--- config.mk ---
export PLATFORM = sky130hd
export DESIGN_NAME = fab_blend
export DESIGN_NICKNAME = d
export VERILOG_FILES = /design/src/hdl/fab_pkg.sv /design/src/hdl/fab_blend.sv
export SDC_FILE = /design/constraint.sdc
export NUM_CORES = 1
export LEC_CHECK = 0
export BUFFER_PORTS_ARGS = -buffer_cell sky130_fd_sc_hd__buf_2
export CORE_ASPECT_RATIO = 1.5
export CORE_MARGIN = 3
export CORE_UTILIZATION = 45
export DETAILED_ROUTE_END_ITERATION = 10
export SLEW_MARGIN = 5
export SYNTH_ARGS = -nofsm -noshare
export SYNTH_HDL_FRONTEND = slang
export SYNTH_SLANG_ARGS = --single-unit
--- constraint.sdc ---
create_clock -name vclk -period 7
set_input_delay 0 -clock vclk [all_inputs]
set_output_delay 0 -clock vclk [all_outputs]
set_load 0.01 [all_outputs]
--- src/hdl/fab_pkg.sv ---
// Shared types, constants and register codes for the frame accumulation blend block.
package fab_pkg;

  localparam int MAX_PIXELS = 4194304;
  localparam int POS_W      = $clog2(MAX_PIXELS);
  localparam int SIZE_W     = POS_W + 1;
  localparam int DIM_W      = 12;
  localparam int CH_W       = 8;
  localparam int NUM_CH     = 3;
  localparam int PIX_W      = NUM_CH * CH_W;
  localparam int CFG_IDX_W  = 2;
  localparam int CFG_DATA_W = DIM_W;
  localparam int MODE_W     = 2;

  localparam logic [MODE_W-1:0] MODE_MAX = 2'd0;
  localparam logic [MODE_W-1:0] MODE_ADD = 2'd1;
  localparam logic [MODE_W-1:0] MODE_MUL = 2'd2;

  localparam logic [CFG_IDX_W-1:0] REG_MODE   = 2'd0;
  localparam logic [CFG_IDX_W-1:0] REG_WIDTH  = 2'd1;
  localparam logic [CFG_IDX_W-1:0] REG_HEIGHT = 2'd2;

  localparam logic [DIM_W-1:0] WIDTH_RST  = 12'd640;
  localparam logic [DIM_W-1:0] HEIGHT_RST = 12'd480;
  localparam logic [DIM_W-1:0] DIM_MAX    = 12'd2048;

  localparam logic [CH_W-1:0] CH_FULL = 8'hff;

  typedef logic [NUM_CH-1:0][CH_W-1:0] pix_t;

  typedef struct packed {
    logic [MODE_W-1:0] mode;
    logic [DIM_W-1:0]  width;
    logic [DIM_W-1:0]  height;
  } cfg_t;

  typedef struct packed {
    logic [POS_W-1:0] addr;
    logic             first;
    logic             last;
  } pos_t;

endpackage

--- src/hdl/fab_blend.sv ---
// Per-channel combine of source and stored pixel: maximum, saturating add, scaled multiply.
module fab_blend import fab_pkg::*; (
  input  logic [MODE_W-1:0] mode_i,
  input  pix_t              src_i,
  input  pix_t              acc_i,
  output pix_t              res_o
);

  logic [NUM_CH-1:0][CH_W:0]     sum;
  logic [NUM_CH-1:0][2*CH_W-1:0] prod;
  logic [NUM_CH-1:0][2*CH_W:0]   quot;

  always_comb begin
    for (int c = 0; c < NUM_CH; c++) begin
      sum[c]  = {1'b0, src_i[c]} + {1'b0, acc_i[c]};
      prod[c] = src_i[c] * acc_i[c];
      // floor(x / 255) for x up to 255 * 255
      quot[c] = {1'b0, prod[c]} + (2*CH_W+1)'(prod[c][2*CH_W-1:CH_W]) + (2*CH_W+1)'(1);
      case (mode_i)
        MODE_MAX: res_o[c] = (src_i[c] > acc_i[c]) ? src_i[c] : acc_i[c];
        MODE_ADD: res_o[c] = sum[c][CH_W] ? CH_FULL : sum[c][CH_W-1:0];
        MODE_MUL: res_o[c] = quot[c][2*CH_W-1:CH_W];
        default:  res_o[c] = '0;
      endcase
    end
  end

endmodule
==> flow_summary.json <==
{
  "worst_slack_ps": 619,
  "max-cap-violations": 0,
  "maximum_number_of_pins_on_one_net_before_global_route_repair": 39,
  "grt_overflow": 0,
  "worst_slew_pin_slew_ps": 1030,
  "worstPathArrival_ps": 6380,
  "avgRoutedWirePerCell_um": 17.7,
  "via_per_inst": 5.52,
  "cp_slowest_cell": "fa_1",
  "power.static_leakage_nw": 5.34,
  "vias": 8518,
  "criticalPathCategory": "primary input to primary output",
  "synthesis.area_per_instance_um2": 7.95,
  "run_status": "complete, no violations",
  "syn_inst": 1216,
  "hold_path.class": "primary input to primary output",
  "min_to": "res_o[18]",
  "holdCritStartpoint": "acc_i[18]",
  "chipWidth_um": 126,
  "layout.cells.most_common": "inv_1",
  "area_of_the_die_um2": 23300,
  "cts_hold_buf": 0,
  "first_global_vias": 8872,
  "max-vdd-ir-drop_mv": 0.215,
  "finalInstanceArea_um2": 10300,
  "fmax_mhz": 157,
  "hold_depth": 4,
  "wl_um": 27400,
  "ys_seq_area_share_pct": 0,
  "crit_path_end_kind": "primary output",
  "dp.cells": 1544,
  "areaGrowthSynthToFinish_pct": 6.66,
  "drt.antenna.violating_nets": 0,
  "grt_antenna_before_repair": 0,
  "design.seq.count": 0,
  "firstDrtPassIters": 4,
  "crit_path_frequent_cell": "fa_1",
  "slew_viol_final": 0,
  "rsz_0062_raised_after_global_routing": "false",
  "grt_usage_pct": 23.4,
  "layout-drive-gt1-share_pct": 8.23,
  "ctsResizeCount": 0,
  "drc": 0,
  "mappedNetlistNets": 1548,
  "pwr_density_cell_nw_per_um2": 332,
  "design.core.area_um2": 21100,
  "dp_hpwl_um": 23300,
  "gp_congestion": 0.895,
  "post-route-period-util_pct": 91.2,
  "timing.critical_path.slowest_cell_delay_ps": 530,
  "design.final.nets": 1610,
  "post_synthesis_cell_area_um2": 9670,
  "pre_cts_ws_ps": 628,
  "critPathLaunchType": "primary input",
  "detailed_place.area_um2": 10300,
  "fp-row-count": 65,
  "max_slew_margin_pct": 31.3,
  "finalHoldViolations": 0,
  "post_cts.repair.setup_buffers": 0,
  "ys_types": 80,
  "setup_viol_count_final": 0,
  "ioPinCount": 74,
  "final-seq-area_um2": 0,
  "initialDrtViolationCount": 332,
  "min_cycle_time_layout_ps": 6380,
  "post-layout-total-power_mw": 3.42,
  "die_y_um": 186,
  "fin_setup_tns_ps": 0,
  "fin_cells": 1544,
  "antenna-diode-count": 0,
  "cp_max_fo": 7,
  "yosys_warnings": 0,
  "global_route_wire_length_before_repair_um": 45100,
  "io_buffer_count": 74,
  "initial_core_util_pct": 45.9,
  "top_library_cells_by_usage_in_the_layout_fill_and_taps_aside": "inv_1, ha_1, and2_1, fa_1, buf_2",
  "req_time_crit_path_ps": 7000,
  "num-clock-buffers": 0
}
## cell usage after synthesis (3+ instances only)
cell / count / area (um2)
a211o_1: 4 / 35.0
clkbuf_1: 10 / 37.5
o21ai_0: 45 / 225
inv_1: 211 / 792
and2_1: 119 / 744
o311ai_0: 3 / 26.3
mux2_2: 11 / 124
nor2_1: 70 / 263
and3_1: 6 / 37.5
o21a_1: 7 / 52.6
nand4b_1: 3 / 26.3
nor3_1: 12 / 60.1
o221ai_1: 3 / 26.3
xnor2_1: 42 / 368
a211oi_1: 8 / 60.1
a21oi_1: 64 / 320
nand2_1: 65 / 244
nand2b_1: 10 / 62.6
nor4_1: 8 / 50.1
nand3_1: 37 / 185
fa_1: 111 / 2220
a21o_1: 10 / 75.1
o21bai_1: 16 / 120
a41oi_1: 3 / 26.3
buf_2: 3 / 15.0
or3_1: 15 / 93.8
nor3b_1: 4 / 30.0
o211ai_1: 3 / 22.5
o31ai_1: 3 / 22.5
o21ai_1: 16 / 80.1
o22ai_1: 13 / 81.3
xor2_1: 21 / 184
ha_1: 171 / 2140
nor2b_1: 9 / 56.3
mux2i_1: 18 / 180
a31oi_1: 7 / 43.8
clkinv_1: 3 / 11.3
## through the flow
| step | util, % | hold WS (ps) |
|---|---|---|
| floorplan | - | 185 |
| global placement | 49.0 | 587 |
| finish | 49.0 | 588 |
| CTS | 49.0 | 586 |
| global route | 49.0 | 624 |
| detailed placement | 49.0 | 585 |
## worst max-delay path by stage
stage | start | endpoint | slack, ps | cells past startpoint
6_report | src_i[9] | res_o[13] | 620 | 25
5_1_grt | src_i[12] | res_o[13] | 210 | 25
4_1_cts | src_i[13] | res_o[13] | 620 | 25
3_5_place_dp | src_i[13] | res_o[13] | 630 | 25
3_3_place_gp | src_i[9] | res_o[13] | 720 | 25
2_1_floorplan | src_i[11] | res_o[13] | 1320 | 22
## area by class of cell
cell class                 count  area [um2]
fill                        2140       10700
multi-input combinational    987        8800
inverter                     214         803
timing repair buffer          75         378
tap                          268         335
## cells by family (layout without fill, tap and decap cells)
group	Yosys count	count (layout)	share of synthesized area, %
adder cells (fa/ha/maj)	284	284	45.3
AND/OR/NAND/NOR	373	373	20.4
XOR/XNOR	65	65	6.18
buffers and inverters	229	289	9.02
multiplexers	30	30	3.26
AO/OA/AOI/OAI	235	235	15.8
## layer usage
| metal | share of wire [%] | wire (um) | GRT usage (%) | up-vias |
|---|---|---|---|---|
| met5 | 0 | 0 | 0 | - |
| met4 | 2.3 | 634 | 4.90 | 0 |
| met3 | 3.0 | 835 | 1.38 | 40 |
| met2 | 54 | 14700 | 46.0 | 150 |
| met1 | 41 | 11200 | 27.9 | 4134 |
| li1 | - | - | - | 4194 |
## worst max-delay path: cells and delay by family
kind / cells / cell delay, ps
fa+ha+maj: 8 / 3190
compound gates: 4 / 920
mux: 1 / 340
buf+inv: 5 / 630
xor+xnor: 1 / 210
simple gates: 6 / 1070
## report_power, final
| group | internal, mW | total, mW | switching [mW] | leakage, nW |
|---|---|---|---|---|
| clock network | 0 | 0 | 0 | 0 |
| logic | 1.40 | 3.42 | 2.02 | 5.34 |
| registers | 0 | 0 | 0 | 0 |
Power figures use the tool's default switching activity.
