File: src/hdl/fab_pkg.sv
// Shared types, constants and register codes for the frame accumulation blend block.
package fab_pkg;

  localparam int MAX_PIXELS = 4194304;
  localparam int POS_W      = $clog2(MAX_PIXELS);
  localparam int SIZE_W     = POS_W + 1;
  localparam int DIM_W      = 12;
  localparam int CH_W       = 8;
  localparam int NUM_CH     = 3;
  localparam int PIX_W      = NUM_CH * CH_W;
  localparam int CFG_IDX_W  = 2;
  localparam int CFG_DATA_W = DIM_W;
  localparam int MODE_W     = 2;

  localparam logic [MODE_W-1:0] MODE_MAX = 2'd0;
  localparam logic [MODE_W-1:0] MODE_ADD = 2'd1;
  localparam logic [MODE_W-1:0] MODE_MUL = 2'd2;

  localparam logic [CFG_IDX_W-1:0] REG_MODE   = 2'd0;
  localparam logic [CFG_IDX_W-1:0] REG_WIDTH  = 2'd1;
  localparam logic [CFG_IDX_W-1:0] REG_HEIGHT = 2'd2;

  localparam logic [DIM_W-1:0] WIDTH_RST  = 12'd640;
  localparam logic [DIM_W-1:0] HEIGHT_RST = 12'd480;
  localparam logic [DIM_W-1:0] DIM_MAX    = 12'd2048;

  localparam logic [CH_W-1:0] CH_FULL = 8'hff;

  typedef logic [NUM_CH-1:0][CH_W-1:0] pix_t;

  typedef struct packed {
    logic [MODE_W-1:0] mode;
    logic [DIM_W-1:0]  width;
    logic [DIM_W-1:0]  height;
  } cfg_t;

  typedef struct packed {
    logic [POS_W-1:0] addr;
    logic             first;
    logic             last;
  } pos_t;

endpackage

File: src/hdl/fab_pos.sv
// Raster position tracker: frame size, current address, first-frame and end-of-frame flags.
module fab_pos import fab_pkg::*; (
  input  logic clk_i,
  input  logic rst_ni,
  input  cfg_t cfg_i,
  input  logic accept_i,
  input  logic restart_i,
  output pos_t pos_o
);

  logic [POS_W-1:0]   pos_q, pos_d;
  logic               first_q, first_d;
  logic [SIZE_W-1:0]  size;
  logic [DIM_W-1:0]   w_clamp, h_clamp;
  logic [2*DIM_W-1:0] prod;
  logic [POS_W-1:0]   addr;
  logic               first, last;

  always_comb begin
    w_clamp = (cfg_i.width == '0) ? DIM_W'(1) :
              (cfg_i.width > DIM_MAX) ? DIM_MAX : cfg_i.width;
    h_clamp = (cfg_i.height == '0) ? DIM_W'(1) :
              (cfg_i.height > DIM_MAX) ? DIM_MAX : cfg_i.height;
    prod    = w_clamp * h_clamp;
    size    = (32'(prod) > 32'(MAX_PIXELS)) ? SIZE_W'(MAX_PIXELS) : SIZE_W'(prod);
  end

  always_comb begin
    addr    = restart_i ? '0 : pos_q;
    first   = restart_i | first_q;
    last    = {1'b0, addr} >= (size - SIZE_W'(1));
    pos_d   = pos_q;
    first_d = first_q;
    if (accept_i) begin
      pos_d   = last ? '0 : addr + POS_W'(1);
      first_d = last ? 1'b0 : first;
    end
  end

  always_ff @(posedge clk_i or negedge rst_ni) begin
    if (!rst_ni) begin
      pos_q   <= '0;
      first_q <= 1'b1;
    end else begin
      pos_q   <= pos_d;
      first_q <= first_d;
    end
  end

  assign pos_o = '{addr: addr, first: first, last: last};

endmodule

File: config.mk
export PLATFORM = sky130hd
export DESIGN_NAME = fab_pos
export DESIGN_NICKNAME = d
export VERILOG_FILES = /design/src/hdl/fab_pkg.sv /design/src/hdl/fab_pos.sv
export SDC_FILE = /design/constraint.sdc
export NUM_CORES = 1
export LEC_CHECK = 0
export BUFFER_PORTS_ARGS = -buffer_cell sky130_fd_sc_hd__buf_2
export CAP_MARGIN = 20
export CORE_MARGIN = 5
export CORE_UTILIZATION = 34
export DETAILED_ROUTE_END_ITERATION = 16
export PLACE_DENSITY = 0.49
export SLEW_MARGIN = 40
export SYNTH_ARGS = -nofsm -noshare
export SYNTH_HDL_FRONTEND = slang
export SYNTH_SLANG_ARGS = --single-unit
File: constraint.sdc
create_clock -name clk_i -period 9.9 [get_ports clk_i]
set_clock_uncertainty 0.1 [all_clocks]
set_input_delay 0.99 -clock clk_i [delete_from_list [all_inputs] [get_ports clk_i]]
set_output_delay 0.99 -clock clk_i [all_outputs]
set_load 0.05 [all_outputs]
==> results.md, run 1 <==
- Critical Path RT: 8.81 ns
- Ys flop type: dfrtp_1
- Status: complete, no violations
- Hold endpoint: pos_q[1]$_DFFE_PN0P_
- Die Y: 161.1 um
- Vias: approximately 7,500
- Final core occ: 0.4609
- Final Hold Violating Endpoints: 0
- Count of pins over their slew limit: 0
- Vias in the first global route: about 7,300
- Worst-margin pin slew: 0.5727 ns
- Max-cap violations: 0
- Initial Util: 0.3441
- Post-synthesis cell area: 0.007766 sq mm
- Final Critical Period: 9.896 ns
- Startpoint Class: primary input
- R2R Setup Slk: around 6.7 ns
- Crit Path Max Fanout: 11
- Gpl congestion: 0.8801
- Power Dens Cells: 102.5 mW/mm^2
- Die area: approximately 0.026 sq mm
- Final Power: 0.001066 W
- Top-level I/O count: 54
- CTS clk-pin slew, worst paths: about 0.060 ns
- Detailed-route wire length: 22.68 mm
- 1st-pass router iterations: 5
- Sequential element share of the synthesized area: 0.07427
- Relative slew slack: 0.6182
- Reg2reg path depth: 13
- Total gr overflow: 0
- 1st-iter DRT viols: 389
- Seq cells post-synth: 23
- Max clock buf depth: 2
- Routed wire per std cell: 15.27 um
- Number of distinct library cells after synthesis: 70
- Area leader, netlist: fa_1
- Antenna diodes: 0
- Largest net degree at the start of global routing: 30
- Final nets: between 1,000 and 1,500
- CP Capture Type: output pin
- Setup Viol. Count Final: 0
- Final period utilization: 0.9995
- Post-synth EDFFs: 0
- Area Growth Syn to Fin: 33.95%
- F_max: 101.1 MHz
- Worst EP arrival: 8.81 ns
- Initial antenna violation count: 0
- Post-synth ARST share: 1.000
- Core Area: 0.02257 sq mm
- Hold Path Class: flip-flop to flip-flop
- Synth top area cells: fa_1 26%, ha_1 14%, nand2_1 7.2%
- DRC: 0
- Total CTS buffers: 3
- Post-CTS Hold Fix Bufs: 0
- Root Driver: clkbuf_16
- Quantity of I/O buffers inserted on ports: 51
- Fillers: 2,336
- HPWL after detailed placement: 18.71 mm
- RSZ-0062 raised after global routing: yes
- Max IR drop VDD: 0.06656 mV
- Hold wc startpoint: pos_q[1]$_DFFE_PN0P_
- Crit path kind: primary input to output pin
- H-tree levels: 1
- Worst hold path depth: 1
- Biggest cell delay along the critical path: 0.54 ns
- Die Width: around 160 um
- Synthesized area per cell: 7.813 sq um
- Post-Syn Instances: 994
- Most used cell, CP: inv_1
- CTS sink cnt: 23
- CTS tree: built
- RR Startpoint: pos_q[3]$_DFFE_PN0P_
- Gr usage total: 0.1731
- Final ANT Viol Nets: 0
- First-pass GRT wire length: 37.70 mm
- Syn nets: 1,210
- Layout cells sized above 1: 0.2975
- Slowest CP cell: fa_1
- Clk_lat worst skew: 0.26 ns
- Floorplan row count: 55
- Via density: 5.057
- Reg-to-Reg End: pos_q[13]$_DFFE_PN0P_
- Synth Warn #: 0
- Lkg Pwr: 5.090 nW
- Post-synth top area share: 0.2578
[power breakdown]
group	leakage, nW	internal [W]	switching (W)	total [W]
sequential	0.310	0.000104	0.0000103	0.000115
clock	0.0382	0.0000551	0.0000353	0.0000904
combinational	4.74	0.000403	0.000458	0.000861
total	5.09	0.000562	0.000503	0.00107
[what timing repair did]
action | in CTS | in global routing
setup endpoints to repair | 8 | 16
setup buffers | 13 | 13
resized for setup | 69 | 56
pin swaps | 57 | 65
cloned | 0 | 0
[placed cells by master (no fill, tap or decap), drive strengths merged, types with 7 or more instances in the layout]
cell type | netlist | final
nand2 | 150 | 150
and2 | 27 | 27
a21oi | 40 | 40
inv | 130 | 130
nand2b | 15 | 15
xnor2 | 13 | 13
xor2 | 7 | 7
buf | 10 | 246
nand4 | 11 | 11
nor3 | 25 | 25
nor4 | 9 | 9
dfrtp | 22 | 22
ha | 86 | 86
o2bb2ai | 10 | 10
o2111ai | 7 | 7
a211oi | 7 | 7
o21ai | 35 | 35
o211ai | 18 | 18
nor2b | 37 | 37
and3 | 8 | 8
nand3 | 28 | 28
nor2 | 85 | 85
fa | 100 | 100
a21o | 10 | 10
[stage by stage]
stage	worst slack [ns]	std cells	hold WS [ns]	instance area (sq um)	setup TNS [ns]
after global routing	-0.3605	1485	0.4820	10400	-0.3605
final	0.004487	1485	0.4499	10400	0
after global placement	-0.6387	1457	0.4159	9532	-4.303
after detailed placement	-0.6091	1457	0.4294	9532	-4.158
after floorplan	0.003268	994	0.3839	7784	0
after CTS	0.002068	1472	0.4484	10020	0
[state kept, by name (all words and copies together) (netlist names)]
register and cells:
pos_q 22, first_q 1
[final cells by class]
type	instances	area [sq um]	share of cell area
Clock buffer	4	78.83	0.007578
Inverter	130	488.0	0.04691
Multi-Input combinational cell	797	7081	0.6807
Sequential cell	23	576.8	0.05545
Tap cell	285	356.6	0.03428
Timing Repair Buffer	246	1822	0.1751
[routing by layer]
layer	track usage	wire (um)	vias up
met3	0.01582	651	14
met2	0.2634	10180	118
met4	0.01706	169	0
met5	0	0	-
met1	0.2745	11680	3647
li1	-	-	3730
[worst max path at each step]
stage / start / to / slack, ns / depth (start not counted)
final: cfg_i[8] / pos_o[0] / 0.004 / 40
after global routing: cfg_i[8] / pos_o[0] / -0.36 / 40
after CTS: cfg_i[20] / pos_o[0] / 0.002 / 34
after detailed placement: cfg_i[15] / pos_o[0] / -0.61 / 35
after global placement: cfg_i[8] / pos_o[0] / -0.64 / 33
after floorplan: cfg_i[18] / pos_o[0] / 0.003 / 34
[Yosys cell counts (6+ instances only)]
cell type / n
nand2_1: 150
inv_1: 130
fa_1: 100
ha_1: 86
nor2_1: 85
nor2b_1: 37
a21oi_1: 34
clkbuf_1: 34
nand3_1: 28
and2_1: 27
o21ai_0: 27
nor3_1: 25
dfrtp_1: 22
nand2b_1: 15
o211ai_1: 14
xnor2_1: 13
nand4_1: 11
a21o_1: 10
o2bb2ai_1: 10
and3_1: 8
nor4_1: 8
xor2_1: 7
a21oi_2: 6
buf_2: 6
o2111ai_1: 6
o21a_1: 6
[kinds of logic after synthesis]
logic type	count (synthesis)	synth area share
and+or+nand+nor	420	0.2616
adders and majority gates	186	0.3963
buffers and inverters	174	0.08651
AOI/OAI and AO/OA	166	0.1521
DFF	23	0.07427
xor gates and xnor gates	20	0.02256
muxes	5	0.006606
[critical path: cells and delay by family]
family	cells	cell delay, ns
AOI/OAI and AO/OA	9	1.25
buffers and inverters	11	1.12
adders and majority gates	8	3.18
and+or+nand+nor	12	2.24
Note: power is estimated with default switching activity, not from simulation.
==> run 2, diff against run 1 <==
--- a/config.mk
+++ b/config.mk
@@ -5,12 +5,12 @@
 export SDC_FILE = /design/constraint.sdc
 export NUM_CORES = 1
 export LEC_CHECK = 0
-export BUFFER_PORTS_ARGS = -buffer_cell sky130_fd_sc_hd__buf_2
 export CAP_MARGIN = 20
 export CORE_MARGIN = 5
 export CORE_UTILIZATION = 34
 export DETAILED_ROUTE_END_ITERATION = 16
-export PLACE_DENSITY = 0.49
+export DONT_BUFFER_PORTS = 1
+export PLACE_DENSITY = 0.47
 export SLEW_MARGIN = 40
 export SYNTH_ARGS = -nofsm -noshare
 export SYNTH_HDL_FRONTEND = slang
==> run 2 against run 1 <==
  * Hold slack lost 0.14 ns
  * Sequential share of layout area rose by 0.29 points
  * Maximum frequency grew 1.6%
  * Critical path depth decreased by 7
  * First-iteration DRC count decreased by 5.4%
  * Register-to-register slack got worse by 0.25 ns
  * Highest routed layer unchanged
  * Flip-flop and latch count is the same
  * Critical endpoint unchanged
  * Global-route usage down 0.43 points
  * Via count decreased by 6.3%
  * Sequential power about the same
  * Non-clock buffer count decreased by 98
  * Die area stayed put
==> results.md, run 2 (same netlist as run 1, synthesis figures left out) <==
- Status: complete, no violations
- Gr usage total: 0.1688
- Core Area: 0.02257 sq mm
- Quantity of I/O buffers inserted on ports: 0
- Area of the multi-input gates: 0.007204 sq mm
- Switch share: 0.4619
- CTS sink cnt: 23
- Final ANT Viol Nets: 0
- RR Startpoint: pos_q[3]$_DFFE_PN0P_
- Int Power: 0.0005583 W
- Largest Register: pos_q
- Crit path kind: primary input to output pin
- CP Capture Type: output pin
- H-tree levels: 1
- Setup Viol. Count Final: 0
- F_max: around 100 MHz
- Largest register FFs: 22
- Max clock buf depth: 2
- Max-cap violations: 0
- Root Driver: clkbuf_16
- Final Hold Violating Endpoints: 0
- Floorplan row count: 55
- RSZ-0062 raised after global routing: yes
- Power Dens Cells: 105.0 mW/mm^2
- Comb power frac: 0.800
- Via density: 5.071
- HPWL after detailed placement: 18.39 mm
- Detailed-route wire length: roughly 22 mm
- Initial antenna violation count: 0
- Placed inst area: about 0.009 sq mm
- Worst hold slack: around 0.31 ns
- Initial Util: 0.3441
- Top-level I/O count: 54
- Final nets: between 1,000 and 1,500
- Die Width: between 150 and 200 um
- Die area: roughly 0.026 sq mm
- Biggest regs: pos_q: 22 flops, first_q: 1 flops
- Area Growth Syn to Fin: 27.26%
- Seq pwr share: 0.111
- Storage element area: about 580 sq um
- Critical Path RT: just under 9 ns
- DRC: 0
- Hold Path Class: primary input to async pin
- Total gr overflow: 0
- Lkg Pwr: approximately 4.6 nW
- Die Y: around 160 um
- Worst slack at placement: -0.3126 ns
- Slowest CP cell: fa_2
- Largest net degree at the start of global routing: 31
- Total CTS buffers: 3
- Vias: 7,033
- Worst-margin pin slew: 0.6959 ns
- Max IR drop VDD: 0.04942 mV
- CTS clk-pin slew, worst paths: 0.06 ns
- CTS tree: built
- Post-CTS Hold Fix Bufs: 0
- 1st-iter DRT viols: 368
- Crit path from: cfg_i[9]
- Count of pins over their slew limit: 0
- Biggest cell delay along the critical path: 0.63 ns
- Fillers: between 2,000 and 2,500
- Clk_lat worst skew: 0.26 ns
- Worst EP arrival: approximately 8.7 ns
- 1st-pass router iterations: 5
- Final period utilization: 0.9842
- Vias in the first global route: 6,766
- Gpl congestion: roughly 0.86
- Antenna diodes: 0
- Post-route cell area: ~0.0099 sq mm
- Clock share of power: 0.089
- Crit Path Max Fanout: 10
- Switch Pwr: 0.0004793 W
- Startpoint Class: primary input
- Relative slew slack: 0.5340
- Most used cell, CP: o21ai_1
- First-pass GRT wire length: 36.29 mm
- Final worst slack: 0.1564 ns
- Routed wire per std cell: 15.90 um
- Layout cells sized above 1: 0.2704
- Final Critical Period: 9.744 ns
- Most frequent cells in the layout: 138 x nand2_1, 138 x buf_4, 121 x inv_1
## run 2: cell types whose count changed in the layout (fill, tap and decap cells not counted), sizes merged
cell / delta
buf: -98
## run 2: routing by layer
metal / global-route usage / up-vias / wire, um
met5: 0 / - / 0
met4: 0.007367 / 0 / 54
met3: 0.02679 / 4 / 1045
met2: 0.2519 / 102 / 9964
met1: 0.2686 / 3393 / 10990
li1: - / 3534 / -
## run 2: worst paths after layout
kind	end	slack [ns]	cells after the start
hold / removal	pos_q[20]$_DFFE_PN0P_	0.31	0
setup / recovery	pos_o[0]	0.16	33
setup reg to reg	pos_q[16]$_DFFE_PN0P_	6.45	12
min in group clk_i	first_q$_DFFE_PN1P_	0.43	2
hold reg to reg	first_q$_DFFE_PN1P_	0.43	2
max in group asynchronous	first_q$_DFFE_PN1P_	9.21	0
## run 2: final cells by class
| class | instances | share of cell area |
|---|---|---|
| Clock buffer | 4 | 0.007976 |
| Sequential cell | 23 | 0.05836 |
| Timing Repair Buffer | 148 | 0.1193 |
| Inverter | 130 | 0.04937 |
| Tap cell | 285 | 0.03608 |
| Multi-Input combinational cell | 797 | 0.7290 |
## run 2: critical path, delay by kind of cell
kind                       cells  cell delay, ns
adders and majority gates      7            2.89
AOI/OAI and AO/OA             11            2.07
and+or+nand+nor                9            1.72
buffers and inverters          5            0.79
xor gates and xnor gates       1            0.16
## run 2: timing repair
item                       CTS  global route
cloned                       0             0
setup endpoints to repair    1            16
resized for setup           26           117
setup buffers                2            18
pin swaps                   10            93
## run 2: power groups by stage
| stage | clock network [W] | logic [W] | registers [W] |
|---|---|---|---|
| floorplan | 0 | 0.000454 | 0.000113 |
| global placement | 0 | 0.000717 | 0.000116 |
| detailed placement | 0 | 0.000718 | 0.000117 |
| CTS | 0.0000950 | 0.000745 | 0.000115 |
| global route | 0.0000980 | 0.000926 | 0.000117 |
| finish | 0.0000923 | 0.000830 | 0.000115 |
## run 2: per-stage QoR
stage,power [W],utilization,setup TNS [ns],std cells
CTS,0.0009546,0.4069,0,1370
finish,0.001038,0.4379,0,1387
floorplan,0.0005675,-,0,994
detailed placement,0.0008348,0.3983,-0.3126,1364
global placement,0.0008325,0.3965,-0.2655,1364
global route,0.001142,0.4379,-0.1031,1387
